<file path="src/hdl/kvhex_pkg.sv">
`timescale 1ns / 1ps
// ----------------------------------------------------------------------------
// kvhex_pkg
// Shared types, constants and helpers of the key/value hex field extractor.
// ----------------------------------------------------------------------------
package kvhex_pkg;

    localparam int KEY_CHARS   = 8;
    localparam int QUEUE_DEPTH = 4;
    localparam int KEY_TEXT_W  = 64;
    localparam int KEY_LEN_W   = 4;

    localparam logic [7:0] CH_SEMI   = 8'h3B;
    localparam logic [7:0] CH_EQUALS = 8'h3D;
    localparam logic [7:0] CH_ZERO   = 8'h30;
    localparam logic [7:0] CH_NINE   = 8'h39;
    localparam logic [7:0] CH_LOW_A  = 8'h61;
    localparam logic [7:0] CH_LOW_F  = 8'h66;
    localparam logic [7:0] CH_UP_A   = 8'h41;
    localparam logic [7:0] CH_UP_F   = 8'h46;

    localparam logic [2:0] STATUS_OK        = 3'd0;
    localparam logic [2:0] STATUS_NO_KEY    = 3'd1;
    localparam logic [2:0] STATUS_EMPTY     = 3'd2;
    localparam logic [2:0] STATUS_ODD       = 3'd3;
    localparam logic [2:0] STATUS_BAD_DIGIT = 3'd4;

    localparam logic REG_KEY_TEXT   = 1'b0;
    localparam logic REG_KEY_LENGTH = 1'b1;

    typedef struct packed {
        logic [7:0] char_in;
        logic       line_end;
    } in_t;

    typedef struct packed {
        logic [7:0] out_byte;
        logic       is_status;
        logic [2:0] status_code;
    } out_t;

    // One entry of the queue between front and back
    typedef struct packed {
        logic       is_end;
        logic       found;
        logic       digit_ok;
        logic [3:0] nibble;
    } token_t;

    typedef struct packed {
        logic ok;
        logic [3:0] value;
    } hex_t;

    function automatic hex_t hex_decode(input logic [7:0] c);
        hex_t h;
        h.ok    = 1'b1;
        h.value = 4'd0;
        if (c >= CH_ZERO && c <= CH_NINE)
        begin
            h.value = 4'(c - CH_ZERO);
        end
        else if (c >= CH_LOW_A && c <= CH_LOW_F)
        begin
            h.value = 4'(c - CH_LOW_A) + 4'd10;
        end
        else if (c >= CH_UP_A && c <= CH_UP_F)
        begin
            h.value = 4'(c - CH_UP_A) + 4'd10;
        end
        else
        begin
            h.ok = 1'b0;
        end
        return h;
    endfunction

endpackage

</file>
<file path="src/hdl/kvhex_front.sv">
`timescale 1ns / 1ps
// ----------------------------------------------------------------------------
// kvhex_front
// Accepts characters, searches the sliding window for key plus '=', and
// queues value characters (decoded to nibbles) and end-of-line markers.
// ----------------------------------------------------------------------------
module kvhex_front #(
    parameter int KEY_CHARS = kvhex_pkg::KEY_CHARS
) (
    input  logic                              clk,
    input  logic                              rst_n,
    input  logic                              in_valid,
    output logic                              in_ready,
    input  kvhex_pkg::in_t                    in_data,
    input  logic [8*KEY_CHARS-1:0]            key_text,
    input  logic [kvhex_pkg::KEY_LEN_W-1:0]   key_length,
    input  logic                              queue_full,
    output logic                              push,
    output kvhex_pkg::token_t                 push_data
);

    localparam int WIN_W  = 8 * KEY_CHARS;
    localparam int SEEN_W = $clog2(KEY_CHARS + 1);

    localparam logic [1:0] MODE_SEARCH = 2'd0;
    localparam logic [1:0] MODE_VALUE  = 2'd1;
    localparam logic [1:0] MODE_DONE   = 2'd2;

    logic [1:0]        mode_reg,  mode_next;
    logic [WIN_W-1:0]  window_reg, window_next;
    logic [SEEN_W-1:0] seen_reg,  seen_next;

    logic                            accept;
    logic [kvhex_pkg::KEY_LEN_W-1:0] klen;
    logic [KEY_CHARS-1:0]            byte_ok;
    logic                            key_hit;
    kvhex_pkg::hex_t                 hex;

    assign in_ready = !queue_full;
    assign accept   = in_valid && in_ready;

    assign klen = (key_length > kvhex_pkg::KEY_LEN_W'(KEY_CHARS))
                  ? kvhex_pkg::KEY_LEN_W'(KEY_CHARS) : key_length;

    always_comb
    begin
        for (int i = 0; i < KEY_CHARS; i++)
        begin
            byte_ok[i] = (kvhex_pkg::KEY_LEN_W'(i) >= klen)
                         || (window_reg[8*i +: 8] == key_text[8*i +: 8]);
        end
    end

    assign key_hit = (in_data.char_in == kvhex_pkg::CH_EQUALS)
                     && (kvhex_pkg::KEY_LEN_W'(seen_reg) >= klen)
                     && (&byte_ok);

    assign hex = kvhex_pkg::hex_decode(in_data.char_in);

    always_comb
    begin
        mode_next          = mode_reg;
        window_next        = window_reg;
        seen_next          = seen_reg;
        push               = 1'b0;
        push_data.is_end   = in_data.line_end;
        push_data.found    = (mode_reg != MODE_SEARCH);
        push_data.digit_ok = hex.ok;
        push_data.nibble   = hex.value;
        if (accept)
        begin
            if (in_data.line_end)
            begin
                push        = 1'b1;
                mode_next   = MODE_SEARCH;
                window_next = '0;
                seen_next   = '0;
            end
            else
            begin
                case (mode_reg)
                    MODE_SEARCH:
                    begin
                        if (key_hit)
                        begin
                            mode_next = MODE_VALUE;
                        end
                        else
                        begin
                            window_next = WIN_W'({window_reg, in_data.char_in});
                            if (seen_reg != SEEN_W'(KEY_CHARS))
                            begin
                                seen_next = seen_reg + SEEN_W'(1);
                            end
                        end
                    end
                    MODE_VALUE:
                    begin
                        if (in_data.char_in == kvhex_pkg::CH_SEMI)
                        begin
                            mode_next = MODE_DONE;
                        end
                        else
                        begin
                            push = 1'b1;
                        end
                    end
                    default:
                    begin
                        mode_next = mode_reg;
                    end
                endcase
            end
        end
    end

    always_ff @(posedge clk or negedge rst_n)
    begin
        if (!rst_n)
        begin
            mode_reg   <= MODE_SEARCH;
            window_reg <= '0;
            seen_reg   <= '0;
        end
        else
        begin
            mode_reg   <= mode_next;
            window_reg <= window_next;
            seen_reg   <= seen_next;
        end
    end

endmodule

</file>
<file path="src/hdl/kvhex_queue.sv">
`timescale 1ns / 1ps
// ----------------------------------------------------------------------------
// kvhex_queue
// Short register FIFO of tokens between the front and back ends.
// ----------------------------------------------------------------------------
module kvhex_queue #(
    parameter int DEPTH = kvhex_pkg::QUEUE_DEPTH
) (
    input  logic              clk,
    input  logic              rst_n,
    input  logic              push,
    input  kvhex_pkg::token_t push_data,
    output logic              full,
    input  logic              pop,
    output kvhex_pkg::token_t pop_data,
    output logic              empty
);

    localparam int PTR_W = (DEPTH > 1) ? $clog2(DEPTH) : 1;
    localparam int CNT_W = $clog2(DEPTH + 1);

    kvhex_pkg::token_t slots_reg [DEPTH];
    logic [PTR_W-1:0]  wr_ptr_reg, wr_ptr_next;
    logic [PTR_W-1:0]  rd_ptr_reg, rd_ptr_next;
    logic [CNT_W-1:0]  count_reg,  count_next;

    assign full     = (count_reg == CNT_W'(DEPTH));
    assign empty    = (count_reg == '0);
    assign pop_data = slots_reg[rd_ptr_reg];

    always_comb
    begin
        wr_ptr_next = wr_ptr_reg;
        rd_ptr_next = rd_ptr_reg;
        count_next  = count_reg;
        if (push)
        begin
            wr_ptr_next = (wr_ptr_reg == PTR_W'(DEPTH - 1)) ? '0 : wr_ptr_reg + PTR_W'(1);
        end
        if (pop)
        begin
            rd_ptr_next = (rd_ptr_reg == PTR_W'(DEPTH - 1)) ? '0 : rd_ptr_reg + PTR_W'(1);
        end
        if (push && !pop)
        begin
            count_next = count_reg + CNT_W'(1);
        end
        else if (pop && !push)
        begin
            count_next = count_reg - CNT_W'(1);
        end
    end

    always_ff @(posedge clk)
    begin
        if (push)
        begin
            slots_reg[wr_ptr_reg] <= push_data;
        end
    end

    always_ff @(posedge clk or negedge rst_n)
    begin
        if (!rst_n)
        begin
            wr_ptr_reg <= '0;
            rd_ptr_reg <= '0;
            count_reg  <= '0;
        end
        else
        begin
            wr_ptr_reg <= wr_ptr_next;
            rd_ptr_reg <= rd_ptr_next;
            count_reg  <= count_next;
        end
    end

    a_no_overflow: assert property (@(posedge clk) disable iff (!rst_n)
        push |-> (!full || pop))
        else $error("queue push while full");

    a_no_underflow: assert property (@(posedge clk) disable iff (!rst_n)
        pop |-> !empty)
        else $error("queue pop while empty");

    a_count_range: assert property (@(posedge clk) disable iff (!rst_n)
        count_reg <= CNT_W'(DEPTH))
        else $error("queue count out of range");

    a_ptr_agree: assert property (@(posedge clk) disable iff (!rst_n)
        (empty || full) |-> (wr_ptr_reg == rd_ptr_reg))
        else $error("queue pointers disagree with count");

endmodule

</file>
<file path="src/hdl/kvhex_back.sv">
`timescale 1ns / 1ps
// ----------------------------------------------------------------------------
// kvhex_back
// Pairs value nibbles into bytes, tracks value errors and emits the line
// status; results go through an output register.
// ----------------------------------------------------------------------------
module kvhex_back (
    input  logic              clk,
    input  logic              rst_n,
    input  logic              queue_empty,
    input  kvhex_pkg::token_t queue_data,
    output logic              pop,
    output logic              out_valid,
    input  logic              out_ready,
    output kvhex_pkg::out_t   out_data
);

    logic [3:0] high_nibble_reg, high_nibble_next;
    logic       half_pair_reg,   half_pair_next;
    logic       nonempty_reg,    nonempty_next;
    logic       digit_error_reg, digit_error_next;
    logic       out_valid_reg,   out_valid_next;
    kvhex_pkg::out_t out_data_reg, out_data_next;

    logic emit;
    logic err_now;
    kvhex_pkg::out_t result;

    assign pop     = !queue_empty && (!out_valid_reg || out_ready);
    assign err_now = digit_error_reg || !queue_data.digit_ok;

    always_comb
    begin
        high_nibble_next   = high_nibble_reg;
        half_pair_next     = half_pair_reg;
        nonempty_next      = nonempty_reg;
        digit_error_next   = digit_error_reg;
        emit               = 1'b0;
        result.out_byte    = {high_nibble_reg, queue_data.nibble};
        result.is_status   = 1'b0;
        result.status_code = kvhex_pkg::STATUS_OK;
        if (pop)
        begin
            if (queue_data.is_end)
            begin
                emit             = 1'b1;
                result.out_byte  = '0;
                result.is_status = 1'b1;
                if (!queue_data.found)
                begin
                    result.status_code = kvhex_pkg::STATUS_NO_KEY;
                end
                else if (!nonempty_reg)
                begin
                    result.status_code = kvhex_pkg::STATUS_EMPTY;
                end
                else if (half_pair_reg)
                begin
                    result.status_code = kvhex_pkg::STATUS_ODD;
                end
                else if (digit_error_reg)
                begin
                    result.status_code = kvhex_pkg::STATUS_BAD_DIGIT;
                end
                high_nibble_next = '0;
                half_pair_next   = 1'b0;
                nonempty_next    = 1'b0;
                digit_error_next = 1'b0;
            end
            else
            begin
                nonempty_next    = 1'b1;
                digit_error_next = err_now;
                if (!half_pair_reg)
                begin
                    half_pair_next = 1'b1;
                    if (!err_now)
                    begin
                        high_nibble_next = queue_data.nibble;
                    end
                end
                else
                begin
                    half_pair_next = 1'b0;
                    emit           = !err_now;
                end
            end
        end
    end

    always_comb
    begin
        out_data_next  = out_data_reg;
        out_valid_next = out_valid_reg && !out_ready;
        if (emit)
        begin
            out_data_next  = result;
            out_valid_next = 1'b1;
        end
    end

    assign out_valid = out_valid_reg;
    assign out_data  = out_data_reg;

    always_ff @(posedge clk)
    begin
        out_data_reg <= out_data_next;
    end

    always_ff @(posedge clk or negedge rst_n)
    begin
        if (!rst_n)
        begin
            high_nibble_reg <= '0;
            half_pair_reg   <= 1'b0;
            nonempty_reg    <= 1'b0;
            digit_error_reg <= 1'b0;
            out_valid_reg   <= 1'b0;
        end
        else
        begin
            high_nibble_reg <= high_nibble_next;
            half_pair_reg   <= half_pair_next;
            nonempty_reg    <= nonempty_next;
            digit_error_reg <= digit_error_next;
            out_valid_reg   <= out_valid_next;
        end
    end

    a_half_needs_value: assert property (@(posedge clk) disable iff (!rst_n)
        half_pair_reg |-> nonempty_reg)
        else $error("half pair without value character");

    a_end_clears: assert property (@(posedge clk) disable iff (!rst_n)
        (pop && queue_data.is_end) |=> (!half_pair_reg && !nonempty_reg && !digit_error_reg))
        else $error("line state not cleared at end of line");

    a_status_code_range: assert property (@(posedge clk) disable iff (!rst_n)
        (out_valid_reg && !out_data_reg.is_status) |-> (out_data_reg.status_code == kvhex_pkg::STATUS_OK))
        else $error("data byte carries a status code");

endmodule

</file>
<file path="src/hdl/key_value_hex_field_extractor.sv">
`timescale 1ns / 1ps
// ----------------------------------------------------------------------------
// key_value_hex_field_extractor
// Finds key= in a character line and decodes the value as hex byte pairs,
// then reports one status per line.
//
//   Channel  Direction  Handshake            Payload
//   in       input      in_valid/in_ready    in_data  (char_in, line_end)
//   out      output     out_valid/out_ready  out_data (out_byte, is_status,
//                                                      status_code)
//   cfg      input      cfg_we               cfg_index, cfg_data
//
// One character per cycle while in_ready is high; the token is written into the
// queue at its transfer, and the back end pops it once the output register is
// empty or being read, loading any result into that register.
// Front and back are parted by a QUEUE_DEPTH-entry token queue; in_ready drops
// only when the queue is full, which happens when out_ready is held low.
// Reset clears line state, key registers and queue; no clearing pass.
// ----------------------------------------------------------------------------
module key_value_hex_field_extractor #(
    parameter int KEY_CHARS   = kvhex_pkg::KEY_CHARS,
    parameter int QUEUE_DEPTH = kvhex_pkg::QUEUE_DEPTH
) (
    input  logic                                clk,
    input  logic                                rst_n,
    input  logic                                in_valid,
    output logic                                in_ready,
    input  kvhex_pkg::in_t                      in_data,
    output logic                                out_valid,
    input  logic                                out_ready,
    output kvhex_pkg::out_t                     out_data,
    input  logic                                cfg_we,
    input  logic                                cfg_index,
    input  logic [kvhex_pkg::KEY_TEXT_W-1:0]    cfg_data
);

    logic [kvhex_pkg::KEY_TEXT_W-1:0] key_text_reg;
    logic [kvhex_pkg::KEY_LEN_W-1:0]  key_length_reg;

    logic              push;
    logic              pop;
    logic              queue_full;
    logic              queue_empty;
    kvhex_pkg::token_t push_data;
    kvhex_pkg::token_t pop_data;

    always_ff @(posedge clk or negedge rst_n)
    begin
        if (!rst_n)
        begin
            key_text_reg   <= '0;
            key_length_reg <= '0;
        end
        else if (cfg_we)
        begin
            case (cfg_index)
                kvhex_pkg::REG_KEY_TEXT:
                begin
                    key_text_reg <= cfg_data;
                end
                kvhex_pkg::REG_KEY_LENGTH:
                begin
                    key_length_reg <= cfg_data[kvhex_pkg::KEY_LEN_W-1:0];
                end
                default:
                begin
                    key_text_reg <= key_text_reg;
                end
            endcase
        end
    end

    kvhex_front #(
        .KEY_CHARS (KEY_CHARS)
    ) u_front (
        .clk        (clk),
        .rst_n      (rst_n),
        .in_valid   (in_valid),
        .in_ready   (in_ready),
        .in_data    (in_data),
        .key_text   (key_text_reg[8*KEY_CHARS-1:0]),
        .key_length (key_length_reg),
        .queue_full (queue_full),
        .push       (push),
        .push_data  (push_data)
    );

    kvhex_queue #(
        .DEPTH (QUEUE_DEPTH)
    ) u_queue (
        .clk       (clk),
        .rst_n     (rst_n),
        .push      (push),
        .push_data (push_data),
        .full      (queue_full),
        .pop       (pop),
        .pop_data  (pop_data),
        .empty     (queue_empty)
    );

    kvhex_back u_back (
        .clk         (clk),
        .rst_n       (rst_n),
        .queue_empty (queue_empty),
        .queue_data  (pop_data),
        .pop         (pop),
        .out_valid   (out_valid),
        .out_ready   (out_ready),
        .out_data    (out_data)
    );

endmodule

</file>
<file path="config.mk">
export PLATFORM = sky130hd
export DESIGN_NAME = key_value_hex_field_extractor
export DESIGN_NICKNAME = d
export VERILOG_FILES = /design/src/hdl/kvhex_pkg.sv /design/src/hdl/kvhex_front.sv /design/src/hdl/kvhex_queue.sv /design/src/hdl/kvhex_back.sv /design/src/hdl/key_value_hex_field_extractor.sv
export SDC_FILE = /design/constraint.sdc
export NUM_CORES = 1
export LEC_CHECK = 0
export BUFFER_PORTS_ARGS = -buffer_cell sky130_fd_sc_hd__buf_2
export CORE_ASPECT_RATIO = 1.75
export CORE_UTILIZATION = 53
export DETAILED_ROUTE_END_ITERATION = 6
export PLACE_DENSITY = 0.76
export SLEW_MARGIN = 20
export SYNTH_ARGS = -nofsm -noshare
export SYNTH_HDL_FRONTEND = slang
export SYNTH_SLANG_ARGS = --single-unit
</file>
<file path="constraint.sdc">
create_clock -name clk -period 2.23 [get_ports clk]
set_input_delay 0 -clock clk [delete_from_list [all_inputs] [get_ports clk]]
set_output_delay 0 -clock clk [all_outputs]
set_load 0.05 [all_outputs]
</file>
; Yosys cells after proc, flatten, opt, wreduce, memory -nomap -nowiden
; Memory sizes are Yosys's and may differ from the RTL's.
; Index checks and enable logic that the tools add are counted.
; W data, S select, Z words.
[word_totals]
regBits = 165
latchBits = 0
ram_bits = 28
romBits = 0
inputBits = 79
out_inout_bits = 14
wordCells = 160
memories = 1
[op_classes]
n_addsub = 10
mul = 0
n_div = 0
order_cmp = 16
eq_ne = 20
shifts = 0
mux = 45
n_bitwise = 5
n_reduce_logical = 45
[mem_list]
columns = name, depth, word_bits, rd, rd_ports_with_merged_regs, write_ports, line
row1 = u_queue.slots_reg, 4, 7, 1, 0, 1, kvhex_queue.sv:22  ; kvhex_pkg::token_t slots_reg [DEPTH];
[op_table]
columns = op, count
row1 = $mux W64, 3
row2 = $eq A8 B8 Y1, 8
row3 = $mux W4, 11
row4 = $mux W12, 2
row5 = $mux W3, 6
row6 = $mux W1, 17
row7 = $eq A8 B6 Y1 const B, 2
row8 = $ge A3 B4 Y1 const A, 4
row9 = $ge A8 B7 Y1 const B, 2
row10 = $le A8 B7 Y1 const B, 2
row11 = $sub A4 B1 Y4 const B, 3
row12 = $logic_and A1 B1 Y1, 10
row13 = $logic_or A1 B1 Y1, 10
row14 = $mux W2, 5
row15 = $reduce_and A3 Y1, 3
row16 = $add A4 B4 Y4 const B, 2
row17 = $ge A1 B4 Y1 const A, 2
row18 = $ge A2 B4 Y1 const A, 2
row19 = $ge A8 B6 Y1 const B, 1
row20 = $le A8 B6 Y1 const B, 1
row21 = $logic_not A1 Y1, 8
row22 = $reduce_and A4 Y1, 2
row23 = $reduce_and A8 Y1, 1
row24 = $reduce_bool A2 Y1, 4
row25 = other kinds (19), 30

; Depth between registers and ports, before layout
; Gate-level depths: netlist of run 1.
[logic_depth]
depth_word = 9
ltp_mapped = 13
mapped_depth_nobuf = 11

; Modules after synthesis
; A second synthesis of run 1 with hierarchy kept.
[unflattened]
hier_cells = 796
area_unflattened_um2 = 9810.7
[modules_own_cells]
columns = mod, instances, cells_per_inst, area_per_inst_um2, seq_area_each_um2
row1 = kvhex_front, 1, 507, 4630.7, 1751.7
row2 = key_value_hex_field_extractor, 1, 145, 2850.2, 1701.6
row3 = kvhex_queue, 1, 74, 1426.4, 1016.0
row4 = kvhex_back, 1, 70, 903.4, 560.5

; Worst setup path before layout of run 1
; Ideal clock, no wire load.
[synth_path]
path_kind = flip-flop to flip-flop
start = register u_queue.count_reg[0]
end = register u_queue.count_reg[2]
setup_time_ns = 0.079
t_arrival_ns = 2.459
t_required_ns = 2.151
slack_ns = -0.308
stages_incl_launch_ff = 11
n_path_buf = 0
period_less_slack_ns = 2.538
path_cell_list = dfrtp_1 nor2_1 nand2_1 nand2_1 nor2_1 ha_1 inv_1 fa_1 xor2_1 nor2_1 xor2_1
[synth_between]
elab_chain_cells = 7
elab_cells_between_ends = 16
classes_between = add/sub: 2 / eq/ne: 1 / mux: 3 / reduce/logical: 10
[synth_rtl]
columns = element, line
row1 = "start, declared", kvhex_queue.sv:25  ; logic [CNT_W-1:0] count_reg, count_next;
row2 = "start signal, assigned", kvhex_queue.sv:74  ; count_reg <= count_next;
row3 = $eq A3 B3 Y1 (*), kvhex_queue.sv:27  ; assign full = (count_reg == CNT_W'(DEPTH));
row4 = $logic_not A1 Y1 (*), kvhex_front.sv:39  ; assign in_ready = !queue_full;
row5 = via in_ready, key_value_hex_field_extractor.sv:27  ; output logic in_ready,
row6 = $logic_and A1 B1 Y1 (*), kvhex_front.sv:40  ; assign accept = in_valid && in_ready;
row7 = $mux W1 (*), kvhex_front.sv:70  ; if (accept)
row8 = via push, key_value_hex_field_extractor.sv:40  ; logic push;
row9 = $logic_not A1 Y1, kvhex_queue.sv:48  ; else if (pop && !push)
row10 = $logic_and A1 B1 Y1, kvhex_queue.sv:48
row11 = $reduce_bool A2 Y1 (no source line), n/a
; The timed path passes the listed nets; every way through them passes the cells marked *. The select of a mux whose other input is x is not followed.
; A chain may end at the register's enable or synchronous reset.

; Worst setup path in the final report of run 1
[layout_path]
start = register u_front.window_reg[46]
end = register u_front.window_reg[42]
[layout_between]
elab_chain_cells = 6
[layout_rtl]
columns = element, line
row1 = "start, declared", kvhex_front.sv:30  ; logic [WIN_W-1:0] window_reg, window_next;
row2 = "start signal, assigned", kvhex_front.sv:128  ; window_reg <= window_next;
row3 = $eq A8 B8 Y1, kvhex_front.sv:50  ; || (window_reg[8*i +: 8] == key_text[8*i +: 8]);
row4 = $logic_or A1 B1 Y1, kvhex_front.sv:50
row5 = $reduce_and A8 Y1, kvhex_front.sv:56  ; && (&byte_ok);
row6 = $logic_and A1 B1 Y1, kvhex_front.sv:56
row7 = $ne A2 B2 Y1 (no source line), n/a
row8 = $reduce_and A3 Y1 (no source line), n/a
; No other way between the ends.

==> reports/summary.log, run 1 <==
qor: clock_network.htree_num_levels 4
qor: power.power.leakage 5.24 nW
qor: clock_network.clock_buffers_created_by_tritoncts 17
qor: clock_network.max_clock_buf_depth 2
qor: critical_path.cp-end-kind flop
qor: detailed_routing.wl_per_cell 19.8 um
qor: synth.main_combinational_cell_family_by_area_after_synthesis multiplexers
qor: sta.report.final.hold_viol_count 0
qor: clock_network.cts.reportedPaths.clkPinSlew 0.07 ns
qor: sta.tightestPinTransition 0.769 ns
qor: placement.io_buffer_count 92
qor: sta.final.hold.worst_slack 0.0257 ns
qor: sta.finalMaxSlewViolations 0
qor: global_route.antenna_found_initial 0
qor: critical_path.worst-path-max-fanout 9
qor: synth.synth_fp_nets 707
qor: detailed_routing.routed_wl 21,000 um
qor: global_route.grt_first_pass_wirelength 32,700 um
qor: synth.synth_edf_count 40
qor: layout.finalNetCount 960
qor: floorplan.chipHeight 169 um
qor: job.cap_viol_max_count 0
qor: synth.synth_xor_area_share 6.92%
qor: power.total_power 11.2 mW
qor: min_path.worst_hold_path_type in2reg
qor: detailed_routing.drc_errors 14
qor: synth.ys.warnings.count 0
qor: clock_network.clock_sinks 193
qor: synth.synth-compound-area-share 10.7%
qor: floorplan.area_of_the_die 16,500 um2
qor: synth.avgSynthCellArea 13.9 um2
qor: sta.final.period_utilization 112%
qor: critical_path.crit_arrival 2.87 ns
qor: synth.synth-async-reset-ratio 79.3%
qor: detailed_routing.detailroute.via_count 6,205
qor: floorplan.io_pins 93
qor: detailed_routing.avgViaCountPerCell 5.84
qor: synth.synth_adder_area_share 2.60%
qor: synth.synth_seq_area_share 59.3%
qor: power.powerDensity 991 nW/um2
qor: critical_path.start_kind flop
qor: floorplan.initial_core_util 54.6%
qor: clock_network.cts_tree yes
qor: critical_path.path_class reg2reg
qor: sta.fin_worst_skew 0.00895 ns
qor: synth.synthMuxAreaShare 11.0%
qor: sta.timing.slew.headroom 48.1%
qor: placement.globalplace.congestion 0.831
qor: synth.synth_top_flop_cell dfrtp_1
qor: global_route.number_of_global_route_vias_before_repair 6,447
qor: floorplan.floorplan.core_area 15,500 um2
qor: synth.post_synth_and_or_nand_nor_area_fraction 6.40%
qor: detailed_routing.ant_nets 0
qor: sta.min_period 2.50 ns
qor: sta.max_freq 0.400 GHz
qor: critical_path.cp_slowest_stage_delay 0.42 ns
qor: layout.drive_gt1_share 35.7%
qor: sta.setup_viol_count_final 68
qor: layout.utilization 72.7%
qor: clock_network.insertion_delay 0.43 ns
qor: global_route.grt_start_max_net_pins 73
qor: detailed_routing.drt_pass1_iterations 7
qor: outcome.failed_checks DRC, setup timing
qor: placement.dp_hpwl 12,900 um
qor: detailed_routing.drtIter0Drc 389
qor: clock_network.cts-root-buf clkbuf_16
qor: layout.antenna_cells 0
qor: floorplan.die_w 97.6 um
qor: critical_path.worst_path_most_repeated_cell buf_4
qor: global_route.grt_util_all_layers 25.9%
qor: synth.synthesis.instances 611
qor: synth.count_of_state_elements_after_synthesis 193
qor: layout.areaGrowthSynthToFinish 33.2%
qor: outcome.status complete, but fails checks
qor: power.vdd_ir_drop_max 677 uV
qor: sta.worst_slack -0.271 ns
qor: sta.rsz0062_at_grt yes
qor: global_route.grt.overflow.total 0
qor: critical_path.worstPathRequired 2.60 ns
qor: critical_path.timing.critical_path.cells xor2_1 -> nor4_2 -> buf_4 -> a31oi_1 -> o21ai_1 -> buf_4 -> a31oi_4 -> o21ai_4 -> buf_12 -> clkbuf_16 -> a22o_1
qor: synth.post_synth_num_cell_types 48
qor: floorplan.num_rows 60
qor: critical_path.critPathSlowestCell dfrtp_1
qor: synth.netlist_area 8480 um2
cell families after synthesis:
logic type | count (synthesis)
buf+inv | 44
fa+ha+maj | 17
xor+xnor | 67
simple gates | 101
mux | 76
flops | 193
compound gates | 113
final cells by class:
type / instances / area, um2
Sequential cell: 193 / 5030
Multi-Input combinational cell: 374 / 3270
Timing Repair Buffer: 259 / 2130
Tap cell: 186 / 233
Clock buffer: 18 / 429
Inverter: 19 / 71.3
Fill cell: 966 / 4240
Clock inverter: 14 / 133
stage by stage:
| stage | setup WS, ns | TNS, ns | cells | area [um2] |
|---|---|---|---|---|
| after floorplan | -0.0253 | -1.52 | 611 | 8490 |
| after global placement | -0.181 | -10.85 | 944 | 9690 |
| after detailed placement | -0.263 | -15.26 | 944 | 9690 |
| after CTS | -0.171 | -10.46 | 1056 | 11100 |
| after global routing | -0.353 | -20.61 | 1063 | 11300 |
| final | -0.271 | -15.32 | 1063 | 11300 |
where the power goes:
part           leakage [nW]  switching, mW  internal [mW]
sequential             2.32          0.464           4.30
clock                 0.265           1.37           1.56
combinational          2.65           1.91           1.60
total                  5.24           3.74           7.46
synth_stat cells (2+ instances only):
library cell | number | area [um2]
a21o_1 | 2 | 15.0
a21oi_1 | 9 | 45.0
a22o_1 | 68 | 596
a31oi_1 | 6 | 37.5
and2_1 | 15 | 93.8
and3_1 | 3 | 18.8
buf_6 | 13 | 146
clkbuf_1 | 11 | 41.3
dfrtp_1 | 153 | 3830
edfxtp_1 | 40 | 1200
ha_1 | 16 | 200
inv_1 | 19 | 71.3
mux2_2 | 69 | 777
mux4_2 | 7 | 158
nand2_1 | 24 | 90.1
nand2b_1 | 4 | 25.0
nand3_1 | 4 | 20.0
nand4_1 | 8 | 50.1
nand4b_1 | 2 | 17.5
nor2_1 | 13 | 48.8
nor2b_1 | 4 | 25.0
nor3_1 | 5 | 25.0
nor4_1 | 13 | 81.3
o21ai_0 | 13 | 65.1
or2_2 | 2 | 12.5
xnor2_1 | 17 | 149
xor2_1 | 50 | 438
per-layer routing:
metal  up-vias  global-route usage (%)  share of wire, %
met2       268                    47.8                55
met5         -                       0                 0
met3        85                    3.71               4.6
met1      3101                    28.4                35
met4         0                    14.1               5.4
li1       2751                       -                 -
critical path: cells and delay by family (launching register included):
family	cells	cell delay, ns
AOI/OAI and AO/OA	5	0.76
xor gates and xnor gates	1	0.19
buffers and inverters	4	0.71
DFF	1	0.42
and+or+nand+nor	1	0.36
what timing repair did:
action                                  4_1_cts  5_1_grt
hold buffers                                 75        0
endpoints found under the setup margin       69       83
resized for setup                             9       13
pin swaps                                     5        4
setup buffers                                 3        4
hold endpoints to repair                    152        0
cloned                                        2        5
path summary, 6_finish.rpt:
check,start,to,slack [ns],cells after the start
setup / recovery,u_front.window_reg[46],u_front.window_reg[42],-0.27,11
hold / removal,in_valid,u_front.mode_reg[0],0.03,4
setup reg to reg,u_front.window_reg[46],u_front.window_reg[42],-0.27,11
hold reg to reg,u_back.high_nibble_reg[2],u_back.high_nibble_reg[2],0.50,1
max in group asynchronous,rst_n,key_text_reg[39],1.20,3
min in group asynchronous,rst_n,u_back.high_nibble_reg[0],0.15,2
layout by cell type (no fill, tap or decap), drive strengths merged, types with 3 or more instances in the layout:
cell type / n
clkinv: 6
inv: 23
buf: 180
a21oi: 9
dlygate4sd3: 73
o21ai: 15
clkbuf: 22
edfxtp: 40
xnor2: 17
mux2: 69
nand2: 24
nor4: 13
a21o: 3
dfrtp: 153
and3: 3
and2: 15
nor2: 13
mux4: 7
nand2b: 4
a22o: 68
ha: 16
nor2b: 4
clkinvlp: 3
nand4: 8
a31oi: 7
xor2: 50
nor3: 5
nand3: 4
Power figures use the tool's default switching activity.
==> run 2, diff against run 1 <==
- SKIP_CTS_REPAIR_TIMING: default -> 1
==> run 2 against run 1 <==
  * Critical path type unchanged
  * Count of clock-buffer cells in the layout unchanged
  * First-iteration DRC count grew 22%
  * Design area about the same
  * Critical path depth fell by 1
  * Non-clock buffer count rose by 3
  * Global-route usage shrank 2.3 points
  * Register-to-register slack worse by 0.09 ns
  * Core utilization is 0.064 points higher
  * The flow still finishes with violations (DRC, setup timing)
  * Combinational power barely moved
  * Fmax fell by 3.4%
==> reports/summary.log, run 2 (synthesized netlist as in run 1, its figures left out) <==
qor: sta.max_freq 0.386 GHz
qor: detailed_routing.drt_pass1_iterations 7
qor: outcome.failed_checks DRC, setup timing
qor: sta.fin_worst_skew 0.00962 ns
qor: global_route.grt.overflow.total 0
qor: detailed_routing.wl_per_cell 19.9 um
qor: critical_path.critPathSlowestCell dfrtp_1
qor: layout.design_area 11,300 um2
qor: clock_network.clock_buffers_created_by_tritoncts 17
qor: detailed_routing.drc_errors 14
qor: layout.finalNetCount 963
qor: sta.finalMaxSlewViolations 0
qor: floorplan.area_of_the_die 16,500 um2
qor: clock_network.clock_sinks 193
qor: clock_network.cts_tree yes
qor: power.power.leakage 5.24 nW
qor: critical_path.timing.critical_path.cells xor2_1 -> nor4_1 -> buf_4 -> nand4_1 -> a21oi_1 -> a21o_2 -> nand3_2 -> and2_4 -> clkbuf_16 -> a22o_1
qor: layout.antenna_cells 0
qor: sta.timing.slew.headroom 46.8%
qor: global_route.number_of_global_route_vias_before_repair 5,900
qor: layout.mostFrequentLayoutCell dfrtp_1
qor: critical_path.r2r.worst_path.cells 10
qor: detailed_routing.ant_nets 0
qor: floorplan.die_w 97.6 um
qor: critical_path.setup.reg_to_reg.worst_slack -0.36 ns
qor: sta.min_period 2.59 ns
qor: detailed_routing.drtIter0Drc 475
qor: sta.totalNegativeSetupSlack -22.08 ns
qor: detailed_routing.routed_wl 21,200 um
qor: clock_network.htree_num_levels 4
qor: floorplan.initial_core_util 54.6%
qor: clock_network.max_clock_buf_depth 2
qor: clock_network.cts.reportedPaths.clkPinSlew 0.07 ns
qor: placement.placed_cells 944
qor: critical_path.reg2reg_from key_text_reg[10]
qor: min_path.worst_hold_path_type in2reg
qor: sta.tightestPinTransition 0.788 ns
qor: min_path.whs_path_depth 4
qor: global_route.antenna_found_initial 0
qor: sta.rsz0062_at_grt yes
qor: placement.dpl-instance-area 9690 um2
qor: critical_path.worst-path-stages 10
qor: critical_path.worstPathRequired 2.55 ns
qor: critical_path.critical_path.top_delay_family simple AND/OR/NAND/NOR gates
qor: sta.worst_slack -0.360 ns
qor: critical_path.crit_arrival 2.91 ns
qor: floorplan.num_rows 60
qor: sta.report.final.hold_viol_count 0
qor: floorplan.chipHeight 169 um
qor: power.powerDensity 991 nW/um2
qor: floorplan.floorplan.core_area 15,500 um2
qor: layout.layout_common_cells dfrtp_1, buf_2, buf_4
qor: critical_path.path_class reg2reg
qor: layout.filler_cell_count 958
qor: layout.areaGrowthSynthToFinish 33.4%
qor: job.cap_viol_max_count 0
qor: layout.drive_gt1_share 35.6%
qor: placement.dp_hpwl 12,900 um
qor: critical_path.start_kind flop
qor: global_route.grt_first_pass_wirelength 29,800 um
qor: layout.final_cell_count_no_fill 1,066
qor: sta.final.hold.worst_slack 0.0365 ns
qor: outcome.status complete, but fails checks
qor: critical_path.cp_slowest_stage_delay 0.43 ns
qor: sta.final.period_utilization 116%
qor: global_route.grt_util_all_layers 23.6%
qor: sta.setup_viol_count_final 69
qor: critical_path.worst-path-max-fanout 10
qor: placement.globalplace.congestion 0.831
qor: global_route.grt_start_max_net_pins 73
qor: critical_path.cp-end-kind flop
qor: clock_network.cts-root-buf clkbuf_16
qor: critical_path.worstReg2RegEnd u_front.window_reg[26]
qor: detailed_routing.detailroute.via_count 6,137
qor: placement.io_buffer_count 92
qor: detailed_routing.avgViaCountPerCell 5.76
qor: clock_network.insertion_delay 0.43 ns
qor: power.vdd_ir_drop_max 569 uV
qor: floorplan.io_pins 93
qor: min_path.timing.hold.worst_endpoint u_front.mode_reg[0]
qor: min_path.holdCritStartpoint in_valid
qor: critical_path.worstPathBufferInverterCount 2
-- run 2: cell count changes in the layout (fill, tap and decap cells not counted), sizes merged --
cell,before,now
clkbuf,22,25
dlygate4sd3,73,75
dlymetal6s4s,2,0
-- run 2: per-layer routing --
metal,wire length (um),up-vias,global-route usage (%)
met2,11800,210,44.6
met3,818,72,4.20
met4,932,0,9.95
met5,0,-,0
li1,-,2757,-
met1,7690,3098,25.8
-- run 2: layout make-up --
class	instances	area [um2]	share of cell area, %
sequential	193	5030	44.5
multi-input combinational	374	3260	28.8
timing repair buffer	262	2160	19.1
clock buffer	18	429	3.79
tap	186	233	2.06
clock inverter	14	133	1.17
inverter	19	71.3	0.630
-- run 2: metrics by stage --
step                      worst slack (ns)  power [mW]  util (%)
after floorplan                    -0.0253        6.80         -
after global placement              -0.181        7.69      62.3
after detailed placement            -0.263        7.85      62.3
after CTS                           -0.358        10.8      65.9
after global routing                -0.472        11.7      72.8
final                               -0.360        11.2      72.8
-- run 2: power by group --
| part | leakage, nW | internal [mW] | switching (mW) |
|---|---|---|---|
| registers | 2.32 | 4.30 | 0.469 |
| logic | 2.65 | 1.60 | 1.91 |
| clock network | 0.265 | 1.56 | 1.37 |
| total | 5.24 | 7.46 | 3.75 |
-- run 2: worst register-to-register path, delay by kind of cell (launching register included) --
| kind | cells | cell delay, ns |
|---|---|---|
| buffers and inverters | 2 | 0.37 |
| AND/OR/NAND/NOR | 4 | 0.85 |
| XOR/XNOR | 1 | 0.16 |
| flip-flops | 1 | 0.43 |
| AO/OA/AOI/OAI | 3 | 0.68 |
-- run 2: worst max-delay path by stage --
stage                              to  slack (ns)                    from
6_report       u_front.window_reg[26]       -0.36        key_text_reg[10]
4_1_cts        u_front.window_reg[40]       -0.36  u_front.window_reg[14]
3_5_place_dp   u_front.window_reg[59]       -0.26  u_front.window_reg[14]
3_3_place_gp   u_front.window_reg[25]       -0.18  u_front.window_reg[14]
2_1_floorplan   u_front.window_reg[6]       -0.03       key_length_reg[0]
5_1_grt        u_front.window_reg[26]       -0.47        key_text_reg[10]
==> run 3, diff against run 2 <==
- CORE_UTILIZATION: 53 -> 55
- clock period: 2.23 -> 2.4 ns (I/O delays scaled with it)
==> run 3 against run 2 <==
  * Design area decreased by 2.1%
  * The flow finishes with violations (setup timing)
  * Via count decreased by 1.8%
  * Combinational power decreased by 13%
  * Highest routed layer unchanged
  * Worst setup slack improved by 0.21 ns
  * First-iteration DRC count decreased by 6.9%
==> reports/summary.log, run 3 (synthesized netlist as in run 1, its figures left out) <==
qor: min_path.worst_hold_path_type in2reg
qor: critical_path.reg2reg_from key_length_reg[3]
qor: layout.final_cell_count_no_fill 1,031
qor: clock_network.cts.reportedPaths.clkPinSlew 0.07 ns
qor: sta.final.period_utilization 106%
qor: placement.io_buffer_count 92
qor: floorplan.floorplan.core_area 15,000 um2
qor: clock_network.max_clock_buf_depth 2
qor: clock_network.clock_sinks 193
qor: job.cap_viol_max_count 0
qor: layout.drive_gt1_share 34.0%
qor: clock_network.cts_tree yes
qor: detailed_routing.met2_wirelength 11,500 um
qor: layout.utilization 73.9%
qor: sta.worst_slack -0.148 ns
qor: global_route.grt_start_max_net_pins 76
qor: placement.dp_slack -0.356 ns
qor: global_route.grt_first_pass_wirelength 29,000 um
qor: detailed_routing.top_signal_layer_used met4
qor: floorplan.num_rows 59
qor: detailed_routing.wl_per_cell 20.0 um
qor: detailed_routing.ant_nets 0
qor: sta.totalNegativeSetupSlack -7.34 ns
qor: critical_path.path_class reg2reg
qor: floorplan.io_pins 93
qor: min_path.timing.hold.worst_endpoint u_front.mode_reg[0]
qor: global_route.number_of_global_route_vias_before_repair 5,840
qor: layout.areaGrowthSynthToFinish 30.5%
qor: floorplan.initial_core_util 56.6%
qor: layout.mostFrequentLayoutCell dfrtp_1
qor: critical_path.worstReg2RegEnd u_front.window_reg[46]
qor: power.power.leakage 5.07 nW
qor: global_route.grt_util_all_layers 24.4%
qor: outcome.failed_checks setup timing
qor: layout.antenna_cells 0
qor: power.clkPwrFrac 27.7%
qor: power.part_of_the_total_power_dissipated_in_sequential_elements 42.9%
qor: clock_network.htree_num_levels 4
qor: global_route.grt.overflow.total 0
qor: power.vdd_ir_drop_max 643 uV
qor: layout.finalNetCount 931
qor: power.cellInternalPower 6.97 mW
qor: placement.globalplace.congestion 0.833
qor: sta.rsz0062_at_grt yes
qor: sta.final.hold.worst_slack 0.000276 ns
qor: layout.filler_cell_count 928
qor: layout.layout_common_cells dfrtp_1, buf_2, dlygate4sd3_1
qor: detailed_routing.avgViaCountPerCell 5.84
qor: sta.min_period 2.55 ns
qor: global_route.antenna_found_initial 0
qor: detailed_routing.drt_pass1_iterations 5
qor: critical_path.worst-path-max-fanout 9
qor: power.power_switching 3.43 mW
qor: critical_path.r2r.worst_path.cells 12
qor: min_path.whs_path_depth 4
qor: detailed_routing.met3WireLength 770 um
qor: detailed_routing.drc_errors 0
qor: clock_network.cts-root-buf clkbuf_16
qor: clock_network.clock_buffers_created_by_tritoncts 17
qor: placement.placed_cells 909
qor: power.switching_portion_of_total_power 33.0%
qor: outcome.status complete, but fails checks
qor: critical_path.worstSetupStartpoint key_length_reg[3]
qor: sta.max_freq 0.393 GHz
qor: sta.tightestPinTransition 0.823 ns
qor: sta.report.final.hold_viol_count 0
qor: sta.fin_worst_skew 0.00877 ns
qor: power.power.combinational.fraction 29.4%
qor: critical_path.setup.reg_to_reg.worst_slack -0.15 ns
qor: floorplan.area_of_the_die 15,900 um2
qor: critical_path.start_kind flop
qor: power.powerDensity 939 nW/um2
qor: critical_path.crit_arrival 2.86 ns
qor: placement.dp_hpwl 12,700 um
qor: detailed_routing.drtIter0Drc 442
qor: sta.timing.slew.headroom 44.5%
qor: detailed_routing.detailroute.via_count 6,025
qor: clock_network.insertion_delay 0.44 ns
qor: floorplan.die_w 95.9 um
qor: floorplan.chipHeight 166 um
qor: detailed_routing.routed_wl 20,600 um
qor: sta.finalMaxSlewViolations 0
qor: detailed_routing.wirelength_met1 7490 um
qor: critical_path.worstPathRequired 2.72 ns
qor: sta.setup_viol_count_final 65
qor: critical_path.cp-end-kind flop
qor: min_path.holdCritStartpoint in_valid
run 3: changes by cell type in the layout (fill, tap and decap cells not counted), moves of 3 or more:
cell	delta
clkbuf_16	-3
buf_8	+3
nor4_1	-3
buf_4	-31
clkinv_1	-3
nor4_2	+3
clkinv_2	+3
run 3: power by group through the flow:
stage	logic [mW]	registers, mW	clock network, mW
floorplan	1.53	4.78	0
global placement	2.53	4.47	0
detailed placement	2.66	4.51	0
CTS	2.68	4.45	2.91
global route	3.31	4.53	3.03
finish	3.06	4.46	2.88
run 3: critical path: stages, from the launching register on:
cell	delay (ns)
dfrtp_1	0.43
nor2_1	0.14
ha_1	0.25
nand2b_4	0.14
a21o_1	0.19
a21oi_2	0.12
nor2b_1	0.07
o221a_2	0.29
a31oi_4	0.19
o21ai_4	0.09
buf_12	0.17
buf_8	0.14
a22o_1	0.20
run 3: metrics by stage:
stage	area (um2)	power, mW
3_5_place_dp	9410	7.17
5_1_grt	11100	10.9
3_3_place_gp	9410	7.00
2_1_floorplan	8490	6.31
6_report	11100	10.4
4_1_cts	10000	10.0
run 3: how the worst max path moves through the flow:
| stage | depth (start not counted) | to | slack (ns) |
|---|---|---|---|
| floorplan | 10 | u_queue.count_reg[2] | 0.03 |
| global placement | 9 | u_front.window_reg[12] | -0.35 |
| detailed placement | 9 | u_front.window_reg[14] | -0.36 |
| CTS | 9 | u_front.window_reg[19] | -0.38 |
| global route | 13 | u_front.window_reg[13] | -0.21 |
| finish | 12 | u_front.window_reg[46] | -0.15 |
run 3: final cells by class:
class	instances	area, um2	area share [%]
inverter	19	71.3	0.644
multi-input combinational	374	3280	29.6
tap	183	229	2.07
sequential	193	5030	45.4
clock buffer	18	450	4.07
clock inverter	14	151	1.37
timing repair buffer	230	1860	16.8
run 3: metal layers:
| metal | vias up | global-route usage, % |
|---|---|---|
| li1 | 2690 | - |
| met1 | 3038 | 27.6 |
| met2 | 226 | 43.1 |
| met3 | 71 | 3.25 |
| met4 | 0 | 13.6 |
| met5 | - | 0 |
